==> src/design/ipss_pkg.sv <==
`timescale 1ns / 1ps
// ----------------------------------------------------------------------------
// ipss_pkg
// Shared types and constants of the IOMMU page size splitter.
// ----------------------------------------------------------------------------
package ipss_pkg;

  localparam int FIELD_W     = 48;
  localparam int DW          = FIELD_W + 1;
  localparam int MASK_W      = 44;
  localparam int MASK_LO     = 12;
  localparam int SHIFT_W     = 6;
  localparam int COUNT_W     = 37;
  localparam int RES_W       = 6;
  localparam int MAX_RESULTS = 63;
  localparam int QUEUE_DEPTH = 2;
  localparam logic [MASK_W-1:0] MASK_RESET = MASK_W'(4096);

  typedef struct packed {
    logic [FIELD_W-1:0] virt_addr;
    logic [FIELD_W-1:0] phys_addr;
    logic [FIELD_W-1:0] region_bytes;
    logic               misaligned;
  } req_t;

  typedef struct packed {
    logic full;
    logic empty;
  } q_stat_t;

endpackage

==> src/design/ipss_fifo.sv <==
`timescale 1ns / 1ps
// ----------------------------------------------------------------------------
// ipss_fifo
// Small register queue between the request front and the split engine.
// ----------------------------------------------------------------------------
module ipss_fifo import ipss_pkg::*; #(
  parameter int WIDTH = 8,
  parameter int DEPTH = 2
) (
  input  logic             clk,
  input  logic             rst_n,
  input  logic             push,
  input  logic [WIDTH-1:0] wr_data,
  input  logic             pop,
  output logic [WIDTH-1:0] rd_data,
  output q_stat_t          stat
);

  localparam int PW = $clog2(DEPTH);
  localparam int CW = $clog2(DEPTH + 1);

  logic [WIDTH-1:0] mem_r [DEPTH];
  logic [PW-1:0]    wr_ptr_r;
  logic [PW-1:0]    rd_ptr_r;
  logic [CW-1:0]    count_r;
  logic             do_push;
  logic             do_pop;

  assign stat.full  = (count_r == CW'(DEPTH));
  assign stat.empty = (count_r == '0);
  assign do_push    = push && !stat.full;
  assign do_pop     = pop && !stat.empty;
  assign rd_data    = mem_r[rd_ptr_r];

  always_ff @(posedge clk) begin
    if (!rst_n) begin
      wr_ptr_r <= '0;
      rd_ptr_r <= '0;
      count_r  <= '0;
    end else begin
      if (do_push) begin
        wr_ptr_r <= (wr_ptr_r == PW'(DEPTH - 1)) ? '0 : wr_ptr_r + 1'b1;
      end
      if (do_pop) begin
        rd_ptr_r <= (rd_ptr_r == PW'(DEPTH - 1)) ? '0 : rd_ptr_r + 1'b1;
      end
      if (do_push && !do_pop) begin
        count_r <= count_r + 1'b1;
      end else if (do_pop && !do_push) begin
        count_r <= count_r - 1'b1;
      end
    end
  end

  always_ff @(posedge clk) begin
    if (do_push) begin
      mem_r[wr_ptr_r] <= wr_data;
    end
  end

endmodule

==> src/design/ipss_front.sv <==
`timescale 1ns / 1ps
// ----------------------------------------------------------------------------
// ipss_front
// Accepts map requests, checks alignment and drops empty ones.
// ----------------------------------------------------------------------------
module ipss_front import ipss_pkg::*; #(
  parameter int ADDR_BITS = 48
) (
  input  logic               clk,
  input  logic               rst_n,
  input  logic               start,
  output logic               busy,
  input  logic [FIELD_W-1:0] in_virt_addr,
  input  logic [FIELD_W-1:0] in_phys_addr,
  input  logic [FIELD_W-1:0] in_region_bytes,
  input  logic [MASK_W-1:0]  page_mask,
  input  q_stat_t            q_stat,
  output logic               q_push,
  output req_t               q_req
);

  localparam int AW = (ADDR_BITS < FIELD_W) ? ADDR_BITS : FIELD_W;
  localparam logic [FIELD_W:0] FMASK_W = ({{FIELD_W{1'b0}}, 1'b1} << AW) - 1'b1;
  localparam logic [FIELD_W-1:0] FMASK = FMASK_W[FIELD_W-1:0];

  logic               valid_r;
  req_t               req_r;
  logic               accept;
  logic [MASK_W-1:0]  mask_used;
  logic [MASK_W-1:0]  low_bit;
  logic [FIELD_W-1:0] below;
  logic               err;

  assign busy   = valid_r && q_stat.full;
  assign accept = start && !busy;

  always_comb begin
    mask_used = page_mask & ~MASK_W'((1 << MASK_LO) - 1);
    low_bit   = mask_used & (~mask_used + 1'b1);
    below     = {{(FIELD_W - MASK_W){1'b0}}, low_bit - 1'b1};
    err       = (mask_used == '0) ||
                (((req_r.virt_addr | req_r.phys_addr | req_r.region_bytes) & below) != '0);
    q_req            = req_r;
    q_req.misaligned = err;
    q_push           = valid_r && !q_stat.full && (err || (req_r.region_bytes != '0));
  end

  always_ff @(posedge clk) begin
    if (!rst_n) begin
      valid_r <= 1'b0;
    end else if (accept) begin
      valid_r <= 1'b1;
    end else if (valid_r && !q_stat.full) begin
      valid_r <= 1'b0;
    end
  end

  always_ff @(posedge clk) begin
    if (accept) begin
      req_r.virt_addr    <= in_virt_addr & FMASK;
      req_r.phys_addr    <= in_phys_addr & FMASK;
      req_r.region_bytes <= in_region_bytes & FMASK;
      req_r.misaligned   <= 1'b0;
    end
  end

endmodule

==> src/design/ipss_back.sv <==
`timescale 1ns / 1ps
// ----------------------------------------------------------------------------
// ipss_back
// Split engine: cuts one request into chunks, four steps per chunk.
// ----------------------------------------------------------------------------
module ipss_back import ipss_pkg::*; #(
  parameter int ADDR_BITS = 48
) (
  input  logic               clk,
  input  logic               rst_n,
  input  logic [MASK_W-1:0]  page_mask,
  input  q_stat_t            q_stat,
  input  req_t               q_req,
  output logic               q_pop,
  output logic               out_valid,
  output logic [FIELD_W-1:0] out_chunk_virt,
  output logic [FIELD_W-1:0] out_chunk_phys,
  output logic [SHIFT_W-1:0] out_page_shift,
  output logic [COUNT_W-1:0] out_page_count,
  output logic [FIELD_W-1:0] out_bytes_done,
  output logic               out_misaligned,
  output logic               out_last_chunk
);

  localparam int AW = (ADDR_BITS < FIELD_W) ? ADDR_BITS : FIELD_W;
  localparam logic [DW:0] AMASK_W = ({{DW{1'b0}}, 1'b1} << AW) - 1'b1;
  localparam logic [DW-1:0] AMASK = AMASK_W[DW-1:0];
  localparam logic [DW-1:0] ONE = DW'(1);

  typedef enum logic [2:0] {
    S_IDLE,
    S_ERR,
    S_SIZES,
    S_IDX,
    S_SPAN,
    S_EMIT
  } state_t;

  state_t             state_r;
  logic [DW-1:0]      v_r;
  logic [DW-1:0]      p_r;
  logic [DW-1:0]      rem_r;
  logic [DW-1:0]      done_r;
  logic [RES_W-1:0]   k_r;
  logic [DW-1:0]      sizes_r;
  logic [SHIFT_W-1:0] idx_r;
  logic [DW-1:0]      span_r;

  logic [DW-1:0]      mask_x;
  logic [DW-1:0]      merge;
  logic [DW-1:0]      smear;
  logic [DW-1:0]      sizes_nxt;
  logic [SHIFT_W-1:0] idx_nxt;
  logic [DW-1:0]      span_nxt;
  logic [DW-1:0]      up_to_idx;
  logic [DW-1:0]      higher;
  logic [DW-1:0]      nxt_pg;
  logic [DW-1:0]      off;
  logic [DW-1:0]      below_idx;
  logic [DW-1:0]      cnt;
  logic [DW-1:0]      sz;
  logic [DW-1:0]      rem_left;
  logic               last;

  assign q_pop = (state_r == S_IDLE) && !q_stat.empty;

  always_comb begin
    mask_x = {{(DW - MASK_W){1'b0}}, page_mask & ~MASK_W'((1 << MASK_LO) - 1)};
    merge  = v_r | p_r;

    smear = rem_r;
    for (int i = 0; i < 6; i++) begin
      smear = smear | (smear >> (1 << i));
    end
    sizes_nxt = mask_x & smear & (merge ^ (merge - 1'b1));

    idx_nxt = '0;
    for (int i = 0; i < DW; i++) begin
      if (sizes_r[i]) begin
        idx_nxt = SHIFT_W'(i);
      end
    end

    below_idx = (ONE << idx_r) - 1'b1;
    up_to_idx = below_idx | (ONE << idx_r);
    higher    = mask_x & ~up_to_idx;
    nxt_pg    = higher & (~higher + 1'b1);
    off       = nxt_pg - (merge & (nxt_pg - 1'b1));
    span_nxt  = rem_r;
    if ((higher != '0) && (((v_r ^ p_r) & (nxt_pg - 1'b1)) == '0) &&
        ((off + nxt_pg) <= rem_r)) begin
      span_nxt = off;
    end

    cnt      = span_r >> idx_r;
    sz       = span_r & ~below_idx;
    rem_left = rem_r - sz;
    last     = (rem_left == '0) || (k_r == RES_W'(MAX_RESULTS - 1));
  end

  always_ff @(posedge clk) begin
    if (!rst_n) begin
      state_r   <= S_IDLE;
      out_valid <= 1'b0;
    end else begin
      unique case (state_r)
        S_IDLE: begin
          out_valid <= 1'b0;
          if (!q_stat.empty) begin
            state_r <= q_req.misaligned ? S_ERR : S_SIZES;
          end
        end
        S_ERR: begin
          out_valid <= 1'b1;
          state_r   <= S_IDLE;
        end
        S_SIZES: begin
          out_valid <= 1'b0;
          state_r   <= S_IDX;
        end
        S_IDX: begin
          out_valid <= 1'b0;
          state_r   <= (sizes_r == '0) ? S_IDLE : S_SPAN;
        end
        S_SPAN: begin
          out_valid <= 1'b0;
          state_r   <= S_EMIT;
        end
        S_EMIT: begin
          out_valid <= 1'b1;
          state_r   <= last ? S_IDLE : S_SIZES;
        end
        default: begin
          out_valid <= 1'b0;
          state_r   <= S_IDLE;
        end
      endcase
    end
  end

  always_ff @(posedge clk) begin
    case (state_r)
      S_IDLE: begin
        v_r    <= {1'b0, q_req.virt_addr};
        p_r    <= {1'b0, q_req.phys_addr};
        rem_r  <= {1'b0, q_req.region_bytes};
        done_r <= '0;
        k_r    <= '0;
      end
      S_ERR: begin
        out_chunk_virt <= v_r[FIELD_W-1:0];
        out_chunk_phys <= p_r[FIELD_W-1:0];
        out_page_shift <= '0;
        out_page_count <= '0;
        out_bytes_done <= '0;
        out_misaligned <= 1'b1;
        out_last_chunk <= 1'b1;
      end
      S_SIZES: begin
        sizes_r <= sizes_nxt;
      end
      S_IDX: begin
        idx_r <= idx_nxt;
      end
      S_SPAN: begin
        span_r <= span_nxt;
      end
      S_EMIT: begin
        out_chunk_virt <= v_r[FIELD_W-1:0];
        out_chunk_phys <= p_r[FIELD_W-1:0];
        out_page_shift <= idx_r;
        out_page_count <= cnt[COUNT_W-1:0];
        out_bytes_done <= done_r[FIELD_W-1:0] + sz[FIELD_W-1:0];
        out_misaligned <= 1'b0;
        out_last_chunk <= last;
        done_r <= done_r + sz;
        rem_r  <= rem_left;
        v_r    <= (v_r + sz) & AMASK;
        p_r    <= (p_r + sz) & AMASK;
        k_r    <= k_r + 1'b1;
      end
      default: begin
      end
    endcase
  end

endmodule

==> src/design/iommu_page_size_splitter_unit.sv <==
`timescale 1ns / 1ps
// ----------------------------------------------------------------------------
// iommu_page_size_splitter_unit
// Splits a map request into chunks of the largest usable page sizes.
// Each chunk passes the size mask, encode, span and emit steps; each request
// is first popped from the two-word queue.
// Reset: synchronous; clears control and sets page_mask_r to 4 KiB only.
// Results are strobed for one cycle; the receiver cannot stall them.
// ----------------------------------------------------------------------------
module iommu_page_size_splitter_unit import ipss_pkg::*; #(
  parameter int ADDR_BITS = 48
) (
  input  logic               clk,
  input  logic               rst_n,
  input  logic               start,
  output logic               busy,
  input  logic [FIELD_W-1:0] in_virt_addr,
  input  logic [FIELD_W-1:0] in_phys_addr,
  input  logic [FIELD_W-1:0] in_region_bytes,
  input  logic               cfg_valid,
  output logic               cfg_ready,
  input  logic [MASK_W-1:0]  cfg_data,
  output logic               out_valid,
  output logic [FIELD_W-1:0] out_chunk_virt,
  output logic [FIELD_W-1:0] out_chunk_phys,
  output logic [SHIFT_W-1:0] out_page_shift,
  output logic [COUNT_W-1:0] out_page_count,
  output logic [FIELD_W-1:0] out_bytes_done,
  output logic               out_misaligned,
  output logic               out_last_chunk
);

  logic [MASK_W-1:0] page_mask_r;
  q_stat_t           q_stat;
  logic              q_push;
  logic              q_pop;
  req_t              q_wr;
  req_t              q_rd;

  assign cfg_ready = 1'b1;

  always_ff @(posedge clk) begin
    if (!rst_n) begin
      page_mask_r <= MASK_RESET;
    end else if (cfg_valid && cfg_ready) begin
      page_mask_r <= cfg_data;
    end
  end

  ipss_front #(
    .ADDR_BITS(ADDR_BITS)
  ) u_front (
    .clk            (clk),
    .rst_n          (rst_n),
    .start          (start),
    .busy           (busy),
    .in_virt_addr   (in_virt_addr),
    .in_phys_addr   (in_phys_addr),
    .in_region_bytes(in_region_bytes),
    .page_mask      (page_mask_r),
    .q_stat         (q_stat),
    .q_push         (q_push),
    .q_req          (q_wr)
  );

  ipss_fifo #(
    .WIDTH($bits(req_t)),
    .DEPTH(QUEUE_DEPTH)
  ) u_fifo (
    .clk    (clk),
    .rst_n  (rst_n),
    .push   (q_push),
    .wr_data(q_wr),
    .pop    (q_pop),
    .rd_data(q_rd),
    .stat   (q_stat)
  );

  ipss_back #(
    .ADDR_BITS(ADDR_BITS)
  ) u_back (
    .clk           (clk),
    .rst_n         (rst_n),
    .page_mask     (page_mask_r),
    .q_stat        (q_stat),
    .q_req         (q_rd),
    .q_pop         (q_pop),
    .out_valid     (out_valid),
    .out_chunk_virt(out_chunk_virt),
    .out_chunk_phys(out_chunk_phys),
    .out_page_shift(out_page_shift),
    .out_page_count(out_page_count),
    .out_bytes_done(out_bytes_done),
    .out_misaligned(out_misaligned),
    .out_last_chunk(out_last_chunk)
  );

endmodule
==> config.mk <==
export PLATFORM = sky130hd
export DESIGN_NAME = iommu_page_size_splitter_unit
export DESIGN_NICKNAME = d
export VERILOG_FILES = /design/src/design/ipss_pkg.sv /design/src/design/ipss_fifo.sv /design/src/design/ipss_front.sv /design/src/design/ipss_back.sv /design/src/design/iommu_page_size_splitter_unit.sv
export SDC_FILE = /design/constraint.sdc
export NUM_CORES = 2
export LEC_CHECK = 0
export BUFFER_PORTS_ARGS = -buffer_cell sky130_fd_sc_hd__buf_2
export CAP_MARGIN = 0
export CORE_UTILIZATION = 50
export DETAILED_ROUTE_END_ITERATION = 10
export GPL_ROUTABILITY_DRIVEN = 0
export PLACE_DENSITY = 0.65
export SYNTH_ARGS = -nofsm -noshare
export SYNTH_HDL_FRONTEND = slang
export SYNTH_SLANG_ARGS = --single-unit
==> constraint.sdc <==
create_clock -name clk -period 14.3 [get_ports clk]
set_input_delay 0.715 -clock clk [delete_from_list [all_inputs] [get_ports clk]]
set_output_delay 0.715 -clock clk [all_outputs]
set_load 0.02 [all_outputs]
==> impl_results.md <==
* # hold bufs at CTS at 0
* Post-CTS Setup Bufs at 0
* # rows at 121
* Starting Density at 50.6%
* Total negative slack at 0 ns
* Layout cell share with drive strength beyond 1 at 12.9%
* Crit path launch type: flop
* Register area share after synthesis at 50.9%
* Worst reg2reg setup slack at 1.87 ns
* GRT Util Overall at 31.1%
* Comb pwr share at 35.3%
* Area contributors post-synth: edfxtp_1 (49%), ha_1 (8.3%), mux2i_1 (4.5%)
* Cell internal pwr at 6710 uW
* Worst setup endpoint: u_back.span_r[15]$_DFFE_PP_
* Synth warn at 0
* Worst relative slew slack at 24.3%
* Largest area contributor in the netlist: edfxtp_1
* Primary FF master, synth: edfxtp_1
* Async set-or-reset flop fraction in the synthesized netlist at 0%
* Max VDD drop at 0.107 mV
* Clk pwr share at 25.4%
* CP dominant cell by count: ha_1
* Crit path required time at 14.75 ns
* Clock H-tree levels at 3
* Die height at 334 um
* Flop pwr share at 39.3%
* Reg clk slew, reported paths at 0.07 ns
* Dpl cells at 6,835
* RSZ-0062 raised after global routing: no
* Dpl hpwl at 139,000 um
* Overflow after GRT at 0
* Die Width at 334 um
* Clock Skews at 0.0622 ns
* Crit path kind: reg2reg
* Total power at 10,700 uW
* Netlist Area Pre-Place at 55,300 um^2
* Global-route wire length before repair at 256,000 um
* Hold Vio Cnt, Final at 0
* Vias in the first global route at 40,282
* Setup crit end kind: flop
* TritonCTS clock tree: done
* Post-CTS Resized at 0
* Leak at 0.0250 uW
* Largest net degree at the start of global routing at 83
* DRT Wirelength at 178,000 um
* Top cells by count, synth: edfxtp_1 (909), nand2_1 (490), ha_1 (365)
* Yosys top cell area share at 49.4%
* Via count at 43,186
* Top Layer Used: met4
* Status: completed
* Clk_lat worst skew at 0.74 ns
* Metal1 wirelength at 76,400 um
* Worst-case clock buffer depth at 3
* Min cycle time layout at 12.43 ns
* WL per Instance at 25.4 um
* Fmax at 80.4 MHz
* DRT Pass-1 Iters at 9
* Mean Syn Cell Area at 10.8 um^2
* DRC violations left at 0
* Slew Viols, Final at 0
* Clk sinks at 951
* Most common cell in the netlist: edfxtp_1
* Switching Share at 37.5%
* FF+latch count, synth at 951
* Max-cap viol count at 0
* Hold Crit Class: in2reg
* Port-buffer cells at 370
* Mapped Nets at 5,664
* Ports at 384
* Worst path max stage delay at 0.93 ns
* Worst Tran Pin Value at 1.11 ns
* Synth unique cells at 91
* Post-layout util at 57.0%
* Detail Route met3 WL at 21,900 um
* Drt initial violations at 5,957
* Post-synthesis cell count at 5,102
* Worst r2r src: u_back.idx_r[0]$_SDFFCE_PP1P_
* Met2 WL at 75,100 um
* # setup viols final at 0
* Reg2reg end: u_back.span_r[15]$_DFFE_PP_
* DRT antenna net count at 0
* R2R cell count at 48
* Power density over the cells at 172 nW/um^2
* Root Buffer: clkbuf_16
* CP arrival at 12.88 ns
* Core ar. at 109,000 um^2
* Setup crit start: u_back.idx_r[0]$_SDFFCE_PP1P_
* Final Cycle Share at 87.0%
* Die area at 112,000 um^2
* Worst-path maximum fanout at 49
* Final #Nets at 6,024
* Filler-free cell count of the finished design at 7,027
* Post-synth EDFFs at 909
* Layout area overhead at 12.7%
* Initial antenna violation count at 13
* Net Sw Power at 4030 uW
* Via density per instance at 6.15
* CTS buffer count at 101
* Post-placement cell area at 58,800 um^2
* Design Area, Final at 62,300 um^2
* Slowest cell on crit path: edfxtp_1
## kinds of logic after synthesis
kind of cell             count (synthesis)  synth area share (%)
multiplexers                           323                  6.21
AND/OR/NAND/NOR                       1572                  13.7
flip-flops                             951                  50.9
adder cells (fa/ha/maj)                370                  8.44
other                                    1               0.00679
AO/OA/AOI/OAI                         1207                  14.1
buffers and inverters                  452                  3.12
XOR/XNOR                               226                  3.58
## worst min-delay path by stage
| stage | startpoint | depth (start not counted) | slack (ns) | end |
|---|---|---|---|---|
| final | in_phys_addr[40] | 1 | 0.15 | u_front.q_req[89]$_DFFE_PP_ |
| after global routing | in_phys_addr[40] | 1 | 0.13 | u_front.q_req[89]$_DFFE_PP_ |
| after CTS | in_phys_addr[40] | 1 | 0.11 | u_front.q_req[89]$_DFFE_PP_ |
| after detailed placement | u_front.q_req[93]$_DFFE_PP_ | 0 | 0.44 | u_fifo.mem_r[0][93]$_DFFE_PP_ |
| after global placement | u_front.q_req[143]$_DFFE_PP_ | 0 | 0.42 | u_fifo.mem_r[1][143]$_DFFE_PP_ |
| after floorplan | u_front.q_req[140]$_DFFE_PP_ | 0 | 0.42 | u_fifo.mem_r[0][140]$_DFFE_PP_ |
## layout by cell type (no fill, tap or decap), types with 46 or more instances in the layout
master | synthesis | routed
xnor2_1 | 152 | 152
buf_4 | 2 | 59
a211oi_1 | 70 | 70
clkbuf_16 | 0 | 102
and3_1 | 46 | 46
o21ai_0 | 281 | 281
nand2_1 | 490 | 490
buf_2 | 5 | 370
nand4_1 | 49 | 49
nand2b_1 | 82 | 82
xor2_1 | 74 | 74
ha_1 | 365 | 365
nor4_1 | 63 | 63
mux2_2 | 67 | 67
a21oi_1 | 322 | 322
o21a_1 | 66 | 66
nand3_1 | 122 | 122
nor3_1 | 106 | 106
a21o_1 | 131 | 131
inv_1 | 276 | 275
nor2b_1 | 97 | 95
mux2i_1 | 247 | 247
nor2_1 | 357 | 355
edfxtp_1 | 909 | 909
## state kept, by name (all words and copies together), names as in the netlist, 2 cells and up, named ones only
register / flops
u_back.out_page_shift: 6
page_mask_r: 32
u_back.sizes_r: 32
u_back.k_r: 6
u_front.q_req: 144
u_back.span_r: 49
u_back.done_r: 48
u_back.out_chunk_virt: 48
u_back.state_r: 3
u_back.out_bytes_done: 48
u_back.out_page_count: 37
u_back.rem_r: 49
u_fifo.count_r: 2
u_back.idx_r: 6
u_back.out_chunk_phys: 48
u_fifo.mem_r: 290
u_back.p_r: 48
u_back.v_r: 48
## worst max-delay path, delay by kind of cell, from the launching register on
family	cells	cell delay, ns
compound gates	22	5.45
xor+xnor	2	0.31
fa+ha+maj	5	1.72
buf+inv	1	0.54
flops	1	0.93
mux	1	0.42
simple gates	17	2.72
## area by class of cell
type	count	area, um^2
Multi-Input combinational cell	3699	25500
Fill cell	9255	46900
Antenna cell	3	7.51
Timing Repair Buffer	429	2290
Tap cell	1476	1850
Clock buffer	134	2760
Sequential cell	951	28100
Clock inverter	55	708
Inverter	280	1050
## metal layers
layer	up-vias	track usage (%)
li1	19760	-
met1	20677	46.4
met2	2474	45.3
met3	275	6.46
met4	0	8.91
met5	-	0
## power groups by stage
stage                     Sequential, uW  Clock, uW  Combinational (uW)
final                               4220       2730                3790
after global routing                4240       2860                4090
after CTS                           4190       2760                3690
after detailed placement            4240          0                3660
after global placement              4240          0                3620
after floorplan                     4250          0                2480
## stage by stage
stage / setup slack (ns) / hold WS, ns
6_report: 1.87 / 0.148
2_1_floorplan: 3.17 / 0.421
3_5_place_dp: 2.16 / 0.441
4_1_cts: 2.11 / 0.106
5_1_grt: 1.12 / 0.130
3_3_place_gp: 2.36 / 0.423
Power figures use the tool's default switching activity.
